===== src/hw/rtl/psf1_pkg.sv =====
// Types and constants for the PSF1 unicode table decoder
package psf1_pkg;

  localparam int unsigned GLYPH_STORE = 512;
  localparam int unsigned MAX_PAIRS   = 8192;
  localparam int unsigned QUEUE_DEPTH = 2;

  localparam logic [10:0] GLYPH_LIM   = 11'(GLYPH_STORE);
  localparam logic [14:0] PAIR_LIM    = 15'(MAX_PAIRS);
  localparam logic [9:0]  COUNT_SAT   = 10'd1023;
  localparam logic [9:0]  GLYPHS_RST  = 10'd256;
  localparam logic [7:0]  BYTE_SEP    = 8'hFF;
  localparam logic [15:0] CELL_TERM   = 16'hFFFF;
  localparam logic [20:0] BMP_MAX     = 21'h00FFFF;

  typedef enum logic {
    REG_TABLE_FORMAT = 1'b0,
    REG_GLYPH_COUNT  = 1'b1
  } cfg_reg_t;

  typedef enum logic {
    FMT_B16  = 1'b0,
    FMT_UTF8 = 1'b1
  } fmt_t;

  typedef struct packed {
    logic [7:0] table_byte;
    logic       last_byte;
  } in_t;

  typedef struct packed {
    logic        pair_valid;
    logic [15:0] code_point;
    logic [8:0]  glyph_index;
    logic        table_done;
    logic        table_ok;
    logic [13:0] pair_total;
  } out_t;

  // byte classes worked out ahead of the decoder
  typedef struct packed {
    logic is_sep;
    logic is_ascii;
    logic is_lead2;
    logic is_lead3;
    logic is_lead4;
    logic is_cont;
  } cls_t;

  typedef struct packed {
    in_t  item;
    cls_t cls;
  } q_entry_t;

endpackage


===== src/hw/rtl/psf1_fifo.sv =====
// Small register queue with valid/stall handshake on both sides
module psf1_fifo #(
  parameter int unsigned W     = 8,
  parameter int unsigned DEPTH = 2
) (
  input  logic         clk,
  input  logic         rst,
  input  logic         push,
  input  logic [W-1:0] push_data,
  output logic         full,
  output logic         not_empty,
  input  logic         pop,
  output logic [W-1:0] pop_data
);
  localparam int unsigned PW = (DEPTH > 1) ? $clog2(DEPTH) : 1;
  localparam int unsigned CW = $clog2(DEPTH + 1);
  localparam logic [PW-1:0] PTR_LAST = PW'(DEPTH - 1);
  localparam logic [CW-1:0] CNT_FULL = CW'(DEPTH);

  logic [W-1:0]  mem [DEPTH];
  logic [PW-1:0] wr_ptr;
  logic [PW-1:0] rd_ptr;
  logic [CW-1:0] count;

  assign full      = (count == CNT_FULL);
  assign not_empty = (count != '0);
  assign pop_data  = mem[rd_ptr];

  always_ff @(posedge clk) begin
    if (push) begin
      mem[wr_ptr] <= push_data;
    end
  end

  always_ff @(posedge clk) begin
    if (rst) begin
      wr_ptr <= '0;
      rd_ptr <= '0;
      count  <= '0;
    end else begin
      if (push) begin
        wr_ptr <= (wr_ptr == PTR_LAST) ? '0 : wr_ptr + 1'b1;
      end
      if (pop) begin
        rd_ptr <= (rd_ptr == PTR_LAST) ? '0 : rd_ptr + 1'b1;
      end
      unique case ({push, pop})
        2'b10:   count <= count + 1'b1;
        2'b01:   count <= count - 1'b1;
        default: count <= count;
      endcase
    end
  end

endmodule


===== src/hw/rtl/psf1_front.sv =====
// Front end: takes table bytes, classifies them and queues them for the decoder
module psf1_front import psf1_pkg::*; (
  input  logic     clk,
  input  logic     rst,
  input  logic     src_valid,
  output logic     src_stall,
  input  in_t      src_data,
  output logic     q_valid,
  input  logic     q_pop,
  output q_entry_t q_entry
);
  localparam int unsigned QW = $bits(q_entry_t);

  logic       q_full;
  logic       push;
  logic [7:0] b;
  q_entry_t   entry;
  logic [QW-1:0] pop_bits;

  assign b = src_data.table_byte;

  always_comb begin
    entry.item         = src_data;
    entry.cls.is_sep   = (b == BYTE_SEP);
    entry.cls.is_ascii = (b[7] == 1'b0);
    entry.cls.is_lead2 = (b[7:5] == 3'b110) && (b >= 8'hC2);
    entry.cls.is_lead3 = (b[7:4] == 4'b1110);
    entry.cls.is_lead4 = (b[7:3] == 5'b11110) && (b <= 8'hF4);
    entry.cls.is_cont  = (b[7:6] == 2'b10);
  end

  assign src_stall = q_full;
  assign push      = src_valid && !q_full;
  assign q_entry   = q_entry_t'(pop_bits);

  psf1_fifo #(
    .W     (QW),
    .DEPTH (QUEUE_DEPTH)
  ) u_queue (
    .clk       (clk),
    .rst       (rst),
    .push      (push),
    .push_data (QW'(entry)),
    .full      (q_full),
    .not_empty (q_valid),
    .pop       (q_pop),
    .pop_data  (pop_bits)
  );

endmodule


===== src/hw/rtl/psf1_back.sv =====
// Back end: table decode state, checks and result formation
module psf1_back import psf1_pkg::*; (
  input  logic       clk,
  input  logic       rst,
  input  logic       cfg_we,
  input  logic [0:0] cfg_index,
  input  logic [9:0] cfg_data,
  input  logic       q_valid,
  output logic       q_pop,
  input  q_entry_t   q_entry,
  input  logic       res_full,
  output logic       res_push,
  output out_t       res_item
);
  fmt_t        table_format;
  logic [9:0]  glyph_count;

  logic [7:0]  low_byte_hold;
  logic        odd_byte_phase;
  logic        pending_separator;
  logic [1:0]  bytes_still_needed;
  logic [20:0] code_accumulator;
  logic [9:0]  current_glyph;
  logic [9:0]  rows_seen;
  logic [13:0] pairs_emitted;
  logic        last_cell_terminator;
  logic        table_error;
  logic        terminator_seen;

  logic [7:0]  low_byte_hold_next;
  logic        odd_byte_phase_next;
  logic        pending_separator_next;
  logic [1:0]  bytes_still_needed_next;
  logic [20:0] code_accumulator_next;
  logic [9:0]  current_glyph_next;
  logic [9:0]  rows_seen_next;
  logic [13:0] pairs_emitted_next;
  logic        last_cell_terminator_next;
  logic        table_error_next;
  logic        terminator_seen_next;

  logic        cand;
  logic [15:0] offer_cp;
  logic [9:0]  offer_glyph;
  logic        offer_req;
  logic        table_good;
  logic        last;

  assign last     = q_entry.item.last_byte;
  assign q_pop    = q_valid && !res_full;
  assign res_push = q_pop && (cand || last);

  always_comb begin
    logic [7:0]  b;
    logic [15:0] cell_word;
    logic        u8_run;
    logic        fin;
    logic [9:0]  g_row;
    cls_t        c;

    b = q_entry.item.table_byte;
    c = q_entry.cls;
    cell_word = {b, low_byte_hold};
    u8_run = 1'b0;
    fin    = 1'b0;
    g_row  = current_glyph;

    low_byte_hold_next        = low_byte_hold;
    odd_byte_phase_next       = odd_byte_phase;
    pending_separator_next    = pending_separator;
    bytes_still_needed_next   = bytes_still_needed;
    code_accumulator_next     = code_accumulator;
    current_glyph_next        = current_glyph;
    rows_seen_next            = rows_seen;
    last_cell_terminator_next = last_cell_terminator;
    table_error_next          = table_error;
    terminator_seen_next      = terminator_seen;
    offer_req   = 1'b0;
    offer_cp    = '0;
    offer_glyph = current_glyph;
    table_good  = 1'b0;

    if (table_format == FMT_B16) begin
      if (!odd_byte_phase) begin
        low_byte_hold_next  = b;
        odd_byte_phase_next = 1'b1;
      end else begin
        odd_byte_phase_next = 1'b0;
        if (cell_word == CELL_TERM) begin
          last_cell_terminator_next = 1'b1;
          if (rows_seen < COUNT_SAT) begin
            rows_seen_next = rows_seen + 1'b1;
          end else begin
            table_error_next = 1'b1;
          end
          if (current_glyph < COUNT_SAT) begin
            current_glyph_next = current_glyph + 1'b1;
          end
        end else begin
          last_cell_terminator_next = 1'b0;
          if (cell_word != '0 && current_glyph < glyph_count) begin
            offer_req = 1'b1;
            offer_cp  = cell_word;
          end
        end
      end
      table_good = !odd_byte_phase_next && !table_error_next &&
                   (rows_seen_next == glyph_count) && last_cell_terminator_next;
    end else begin
      if (terminator_seen) begin
        table_error_next = 1'b1;
      end else if (pending_separator) begin
        pending_separator_next = 1'b0;
        if (c.is_sep) begin
          terminator_seen_next = 1'b1;
        end else begin
          if (rows_seen < COUNT_SAT) begin
            rows_seen_next = rows_seen + 1'b1;
          end
          if (current_glyph < COUNT_SAT) begin
            current_glyph_next = current_glyph + 1'b1;
          end
          g_row  = current_glyph_next;
          u8_run = 1'b1;
        end
      end else begin
        u8_run = 1'b1;
      end

      if (u8_run) begin
        if (bytes_still_needed != 2'd0) begin
          if (!c.is_cont) begin
            table_error_next        = 1'b1;
            bytes_still_needed_next = 2'd0;
          end else begin
            code_accumulator_next   = {code_accumulator[14:0], b[5:0]};
            bytes_still_needed_next = bytes_still_needed - 1'b1;
            fin = (bytes_still_needed == 2'd1);
          end
        end else begin
          priority if (c.is_sep) begin
            pending_separator_next = 1'b1;
          end else if (c.is_ascii) begin
            code_accumulator_next = {13'd0, b};
            fin = 1'b1;
          end else if (c.is_lead2) begin
            code_accumulator_next   = {16'd0, b[4:0]};
            bytes_still_needed_next = 2'd1;
          end else if (c.is_lead3) begin
            code_accumulator_next   = {17'd0, b[3:0]};
            bytes_still_needed_next = 2'd2;
          end else if (c.is_lead4) begin
            code_accumulator_next   = {18'd0, b[2:0]};
            bytes_still_needed_next = 2'd3;
          end else begin
            table_error_next = 1'b1;
          end
        end
        if (fin && code_accumulator_next <= BMP_MAX && {1'b0, g_row} < GLYPH_LIM) begin
          offer_req = 1'b1;
          offer_cp  = code_accumulator_next[15:0];
        end
      end
      offer_glyph = g_row;
      table_good  = terminator_seen_next && !table_error_next;
    end

    cand               = offer_req && !table_error && ({1'b0, pairs_emitted} < PAIR_LIM);
    pairs_emitted_next = cand ? pairs_emitted + 1'b1 : pairs_emitted;
  end

  always_comb begin
    res_item.pair_valid  = cand;
    res_item.code_point  = cand ? offer_cp : '0;
    res_item.glyph_index = cand ? offer_glyph[8:0] : '0;
    res_item.table_done  = last;
    res_item.table_ok    = last && table_good;
    res_item.pair_total  = pairs_emitted_next;
  end

  always_ff @(posedge clk) begin
    if (rst) begin
      table_format <= FMT_B16;
      glyph_count  <= GLYPHS_RST;
    end else if (cfg_we) begin
      unique case (cfg_reg_t'(cfg_index))
        REG_TABLE_FORMAT: table_format <= fmt_t'(cfg_data[0]);
        REG_GLYPH_COUNT:  glyph_count  <= cfg_data;
        default:          glyph_count  <= glyph_count;
      endcase
    end
  end

  always_ff @(posedge clk) begin
    if (rst || (q_pop && last)) begin
      low_byte_hold        <= '0;
      odd_byte_phase       <= 1'b0;
      pending_separator    <= 1'b0;
      bytes_still_needed   <= '0;
      code_accumulator     <= '0;
      current_glyph        <= '0;
      rows_seen            <= '0;
      pairs_emitted        <= '0;
      last_cell_terminator <= 1'b0;
      table_error          <= 1'b0;
      terminator_seen      <= 1'b0;
    end else if (q_pop) begin
      low_byte_hold        <= low_byte_hold_next;
      odd_byte_phase       <= odd_byte_phase_next;
      pending_separator    <= pending_separator_next;
      bytes_still_needed   <= bytes_still_needed_next;
      code_accumulator     <= code_accumulator_next;
      current_glyph        <= current_glyph_next;
      rows_seen            <= rows_seen_next;
      pairs_emitted        <= pairs_emitted_next;
      last_cell_terminator <= last_cell_terminator_next;
      table_error          <= table_error_next;
      terminator_seen      <= terminator_seen_next;
    end
  end

endmodule


===== src/hw/rtl/psf1_unicode_table_decoder.sv =====
// Top level of the PSF1 unicode table decoder
//
// Input channel src_*: one table byte per transfer, last_byte set on the final
// byte. Output channel res_*: one result per transfer, given for every byte
// that yields a (code point, glyph) pair and for the final byte, which also
// carries table_done and table_ok. If table_ok is 0 the pairs of that table
// are to be dropped.
// Config: cfg_we/cfg_index/cfg_data write table_format (0) or glyph_count (1);
// write only while no table is in flight.
// Throughput: one byte per cycle sustained while res_stall is low; the decode
// state updates once per byte and both queues are two entries deep.
// A byte passes the input queue, is decoded into the result queue and is
// offered on res_valid from there; a stall can hold it in either queue.
// When res_stall is high the result queue fills, the decoder holds, and the
// input queue then raises src_stall. Results are never lost or repeated.
// Reset empties both queues, clears the decode state and sets table_format
// to 16-bit cells and glyph_count to 256. Decode state also clears itself
// after the final byte of each table.
module psf1_unicode_table_decoder import psf1_pkg::*; (
  input  logic       clk,
  input  logic       rst,
  input  logic       cfg_we,
  input  logic [0:0] cfg_index,
  input  logic [9:0] cfg_data,
  input  logic       src_valid,
  output logic       src_stall,
  input  in_t        src_data,
  output logic       res_valid,
  input  logic       res_stall,
  output out_t       res_data
);
  localparam int unsigned OW = $bits(out_t);

  logic     q_valid;
  logic     q_pop;
  q_entry_t q_entry;
  logic     res_full;
  logic     res_push;
  out_t     res_item;
  logic [OW-1:0] res_bits;
  logic     res_pop;

  psf1_front u_front (
    .clk       (clk),
    .rst       (rst),
    .src_valid (src_valid),
    .src_stall (src_stall),
    .src_data  (src_data),
    .q_valid   (q_valid),
    .q_pop     (q_pop),
    .q_entry   (q_entry)
  );

  psf1_back u_back (
    .clk       (clk),
    .rst       (rst),
    .cfg_we    (cfg_we),
    .cfg_index (cfg_index),
    .cfg_data  (cfg_data),
    .q_valid   (q_valid),
    .q_pop     (q_pop),
    .q_entry   (q_entry),
    .res_full  (res_full),
    .res_push  (res_push),
    .res_item  (res_item)
  );

  assign res_pop  = res_valid && !res_stall;
  assign res_data = out_t'(res_bits);

  psf1_fifo #(
    .W     (OW),
    .DEPTH (QUEUE_DEPTH)
  ) u_res_queue (
    .clk       (clk),
    .rst       (rst),
    .push      (res_push),
    .push_data (OW'(res_item)),
    .full      (res_full),
    .not_empty (res_valid),
    .pop       (res_pop),
    .pop_data  (res_bits)
  );

endmodule


===== config.mk =====
export PLATFORM = sky130hd
export DESIGN_NAME = psf1_unicode_table_decoder
export DESIGN_NICKNAME = d
export VERILOG_FILES = /design/src/hw/rtl/psf1_pkg.sv /design/src/hw/rtl/psf1_fifo.sv /design/src/hw/rtl/psf1_front.sv /design/src/hw/rtl/psf1_back.sv /design/src/hw/rtl/psf1_unicode_table_decoder.sv
export SDC_FILE = /design/constraint.sdc
export NUM_CORES = 1
export LEC_CHECK = 0
export BUFFER_PORTS_ARGS = -buffer_cell sky130_fd_sc_hd__clkbuf_2
export CORE_ASPECT_RATIO = 1.2
export CORE_MARGIN = 2
export CORE_UTILIZATION = 39
export CTS_BUF_LIST = sky130_fd_sc_hd__clkbuf_16
export DETAILED_ROUTE_END_ITERATION = 7
export PLACE_DENSITY = 0.58
export SYNTH_ARGS = -nofsm -noshare
export SYNTH_HDL_FRONTEND = slang
export SYNTH_SLANG_ARGS = --single-unit

===== constraint.sdc =====
create_clock -name clk -period 6.55 [get_ports clk]
set_clock_uncertainty 0.1 [all_clocks]
set_input_delay 0.655 -clock clk [delete_from_list [all_inputs] [get_ports clk]]
set_output_delay 0.655 -clock clk [all_outputs]
set_load 0.01 [all_outputs]

==> flow_summary.toml <==
[outcome]
status = "complete, no violations"

[critical_path]
cp.arrival_ps = 3850
r2r-end = "u_res_queue.mem[1][40]"
required_ps = 6490
worst_setup_path_start_kind = "flip-flop"
critPathMaxStageDelay_ps = 860
crit_type = "flip-flop to flip-flop"
path_max_fanout = 42
critPathBufInv = 2
crit_top_cell = "buf_4"
cp_slowest_cell = "and2_2"
path_cells = "buf_4 > mux2_4 > nor4_2 > mux2_2 > nor4b_4 > buf_4 > a211oi_1 > nor2_1 > and2_2"
crit_family = "simple AND/OR/NAND/NOR gates"
r2r_setup_slack_ps = 2650
reg2reg_depth = 9
end_kind = "flip-flop"

[floorplanning]
die_y_um = 175
core-area_um2 = 24000
rows = 62
dieArea_um2 = 25800
pin_count = 69
die_x_um = 147
start_util = 0.397

[placed_design]
io_buffers = 68
dpl.cell_count = 1254
gp_congestion = 0.829
placed_cell_area_um2 = 10200
dp_hpwl_um = 15000

[synth]
synthCells = 905
synth.top_cell.area_share = 0.358
syn_avg_cell_area_um2 = 10.6
syn_area_um2 = 9560
async_reset_ff_frac = 0
synth.net_count = 946
synth.largest_area_cell = "edfxtp_1"
netlist-cell-type-count = 63
synth_area_leaders = "edfxtp_1 36%, dfxtp_1 18%, mux2_2 6.1%, nor2_1 4.3%, a21oi_1 2.7%"
ys.flop_type = "edfxtp_1"
synth_seq_cells = 199
synth_edf_count = 114
ys_seq_area_frac = 0.536
ys_warn_count = 0

[clocking]
clk_pin_slew_worst_paths_ps = 70
htreeDepth = 4
numCtsBuffers = 17
cts_hold_buf = 0
post_cts.repair.setup_buffers = 0
cts_resized = 0
cts_tree = "done"
clkLatencyLatePin_ps = 430
cts_buffer_depth = 2
cts_root_buf = "clkbuf_16"
cts_sinks = 199

[route]
drt_first_iter_violations = 368
dr_total_vias = 6870
drc_errors = 0
ant_nets = 0
finalWirelength_um = 21300
vias_per_cell = 5.35
wl_per_cell_um = 16.6
wl_met2_um = 10200
dr.pass1.iters = 5
wl_met3_um = 756
top_layer = "met4"
m1WireLength_um = 10000

[cells_and_area]
nets = 994
final_layout_size_suffix_gt1_frac = 0.183
final_cell_mix = "114 x edfxtp_1, 110 x nor2_1, 84 x dfxtp_1"
syn2layout_area_growth_pct = 12.3
layout_commonest_cell = "edfxtp_1"
stdcell_area_um2 = 10700
antenna_cells = 0
stdcell_count = 1285

[sta]
slew_headroom = 0.268
max_clock_freq_ghz = 0.256
drv_slew = 0
hold_viol = 0
setup_tns_ps = 0
rsz0062_at_grt = "no"
setup_violations = 0
finalHoldWorstSlack_ps = 331
fin_crit_sh = 0.596
worst_pin_slew_ps = 1090
fin_crit_ps = 3900

[pwr]
power_density_nw_per_um2 = 347
leakage_nw = 3.70
power_w = 0.00372
ir_drop_mv = 0.181

[global_route]
grt_pass1_wl_um = 34900
antenna_found_initial = 0
grt_overflow = 0
grt_pass1_vias = 6673
grt_usage = 0.169
grt_max_degree = 58

[worst_hold_path]
hp-start = "src_data[0]"
hold_path_end = "u_front.u_queue.mem[1][6]"
hold_depth = 1
hp-class = "primary input to flip-flop"

[job]
maxCapViolCount = 0
## stage by stage
| stage | util | worst slack [ps] |
|---|---|---|
| 3_3_place_gp | 0.423 | 2690 |
| 5_1_grt | 0.446 | 2380 |
| 6_report | 0.446 | 2650 |
| 2_1_floorplan | - | 1140 |
| 4_1_cts | 0.446 | 2610 |
| 3_5_place_dp | 0.423 | 2630 |
## final cells by class
type / instances / area (um2)
fill: 2346 / 13300
sequential: 199 / 5130
multi-input combinational: 630 / 4120
timing repair buffer: 80 / 430
clock buffer: 17 / 425
tap: 320 / 400
clock inverter: 14 / 136
inverter: 25 / 93.8
## how the worst max path moves through the flow
stage              start                endpoint  slack [ps]  cells after the start
5_1_grt        flip-flop  u_res_queue.mem[1][30]        2380                      9
2_1_floorplan  flip-flop   u_res_queue.mem[0][0]        1140                      8
4_1_cts        flip-flop  u_res_queue.mem[1][31]        2610                      9
3_3_place_gp   flip-flop   u_res_queue.mem[1][6]        2690                      9
3_5_place_dp   flip-flop   u_res_queue.mem[1][5]        2630                      9
6_report       flip-flop  u_res_queue.mem[1][40]        2650                      9
## kinds of logic after synthesis
logic type | Yosys count | share of synthesized area
flip-flops | 199 | 0.536
adder cells (fa/ha/maj) | 16 | 0.0209
AND/OR/NAND/NOR | 329 | 0.169
buffers and inverters | 76 | 0.0335
XOR/XNOR | 39 | 0.0357
multiplexers | 75 | 0.0859
AO/OA/AOI/OAI | 171 | 0.119
## flip-flops by register name, indices dropped and copies added, names as in the netlist, 2 cells and up, named ones only
signal,flops
u_res_queue.mem,84
u_front.u_queue.mem,30
u_back.code_accumulator,16
u_back.pairs_emitted,14
u_back.current_glyph,10
u_back.glyph_count,10
u_back.rows_seen,10
u_back.low_byte_hold,8
u_back.bytes_still_needed,2
u_front.u_queue.count,2
u_res_queue.count,2
## cell usage after synthesis (3+ instances only)
cell,instances
a211o_1,3
a211oi_1,12
a21o_1,4
a21oi_1,51
a22o_1,7
a22oi_1,21
a311oi_1,5
a31oi_1,4
and2_1,8
and3_1,9
buf_2,10
buf_6,3
clkbuf_1,37
dfxtp_1,85
edfxtp_1,114
ha_1,16
inv_1,24
mux2_2,52
mux2i_1,22
nand2_1,61
nand2b_1,9
nand3_1,30
nand3b_1,6
nand4_1,17
nor2_1,110
nor2b_1,9
nor3_1,31
nor3b_1,4
nor4_1,8
o2111ai_1,3
o211ai_1,3
o21a_1,7
o21ai_0,23
o22ai_1,5
o31ai_1,6
o41ai_1,3
or2_2,4
or3_1,6
or4_1,5
xnor2_1,29
xor2_1,10
## routing by layer
metal	up-vias	GRT usage
li1	3418	-
met1	3293	0.226
met2	135	0.279
met3	24	0.0330
met4	0	0.0541
met5	-	0
## report_power, final
part / internal, W / leakage [nW] / switching [W]
clock network: 0.000559 / 0.279 / 0.000455
registers: 0.00156 / 1.76 / 0.000117
logic: 0.000403 / 1.67 / 0.000623
total: 0.00252 / 3.70 / 0.00120
(Power assumes the default switching activity.)
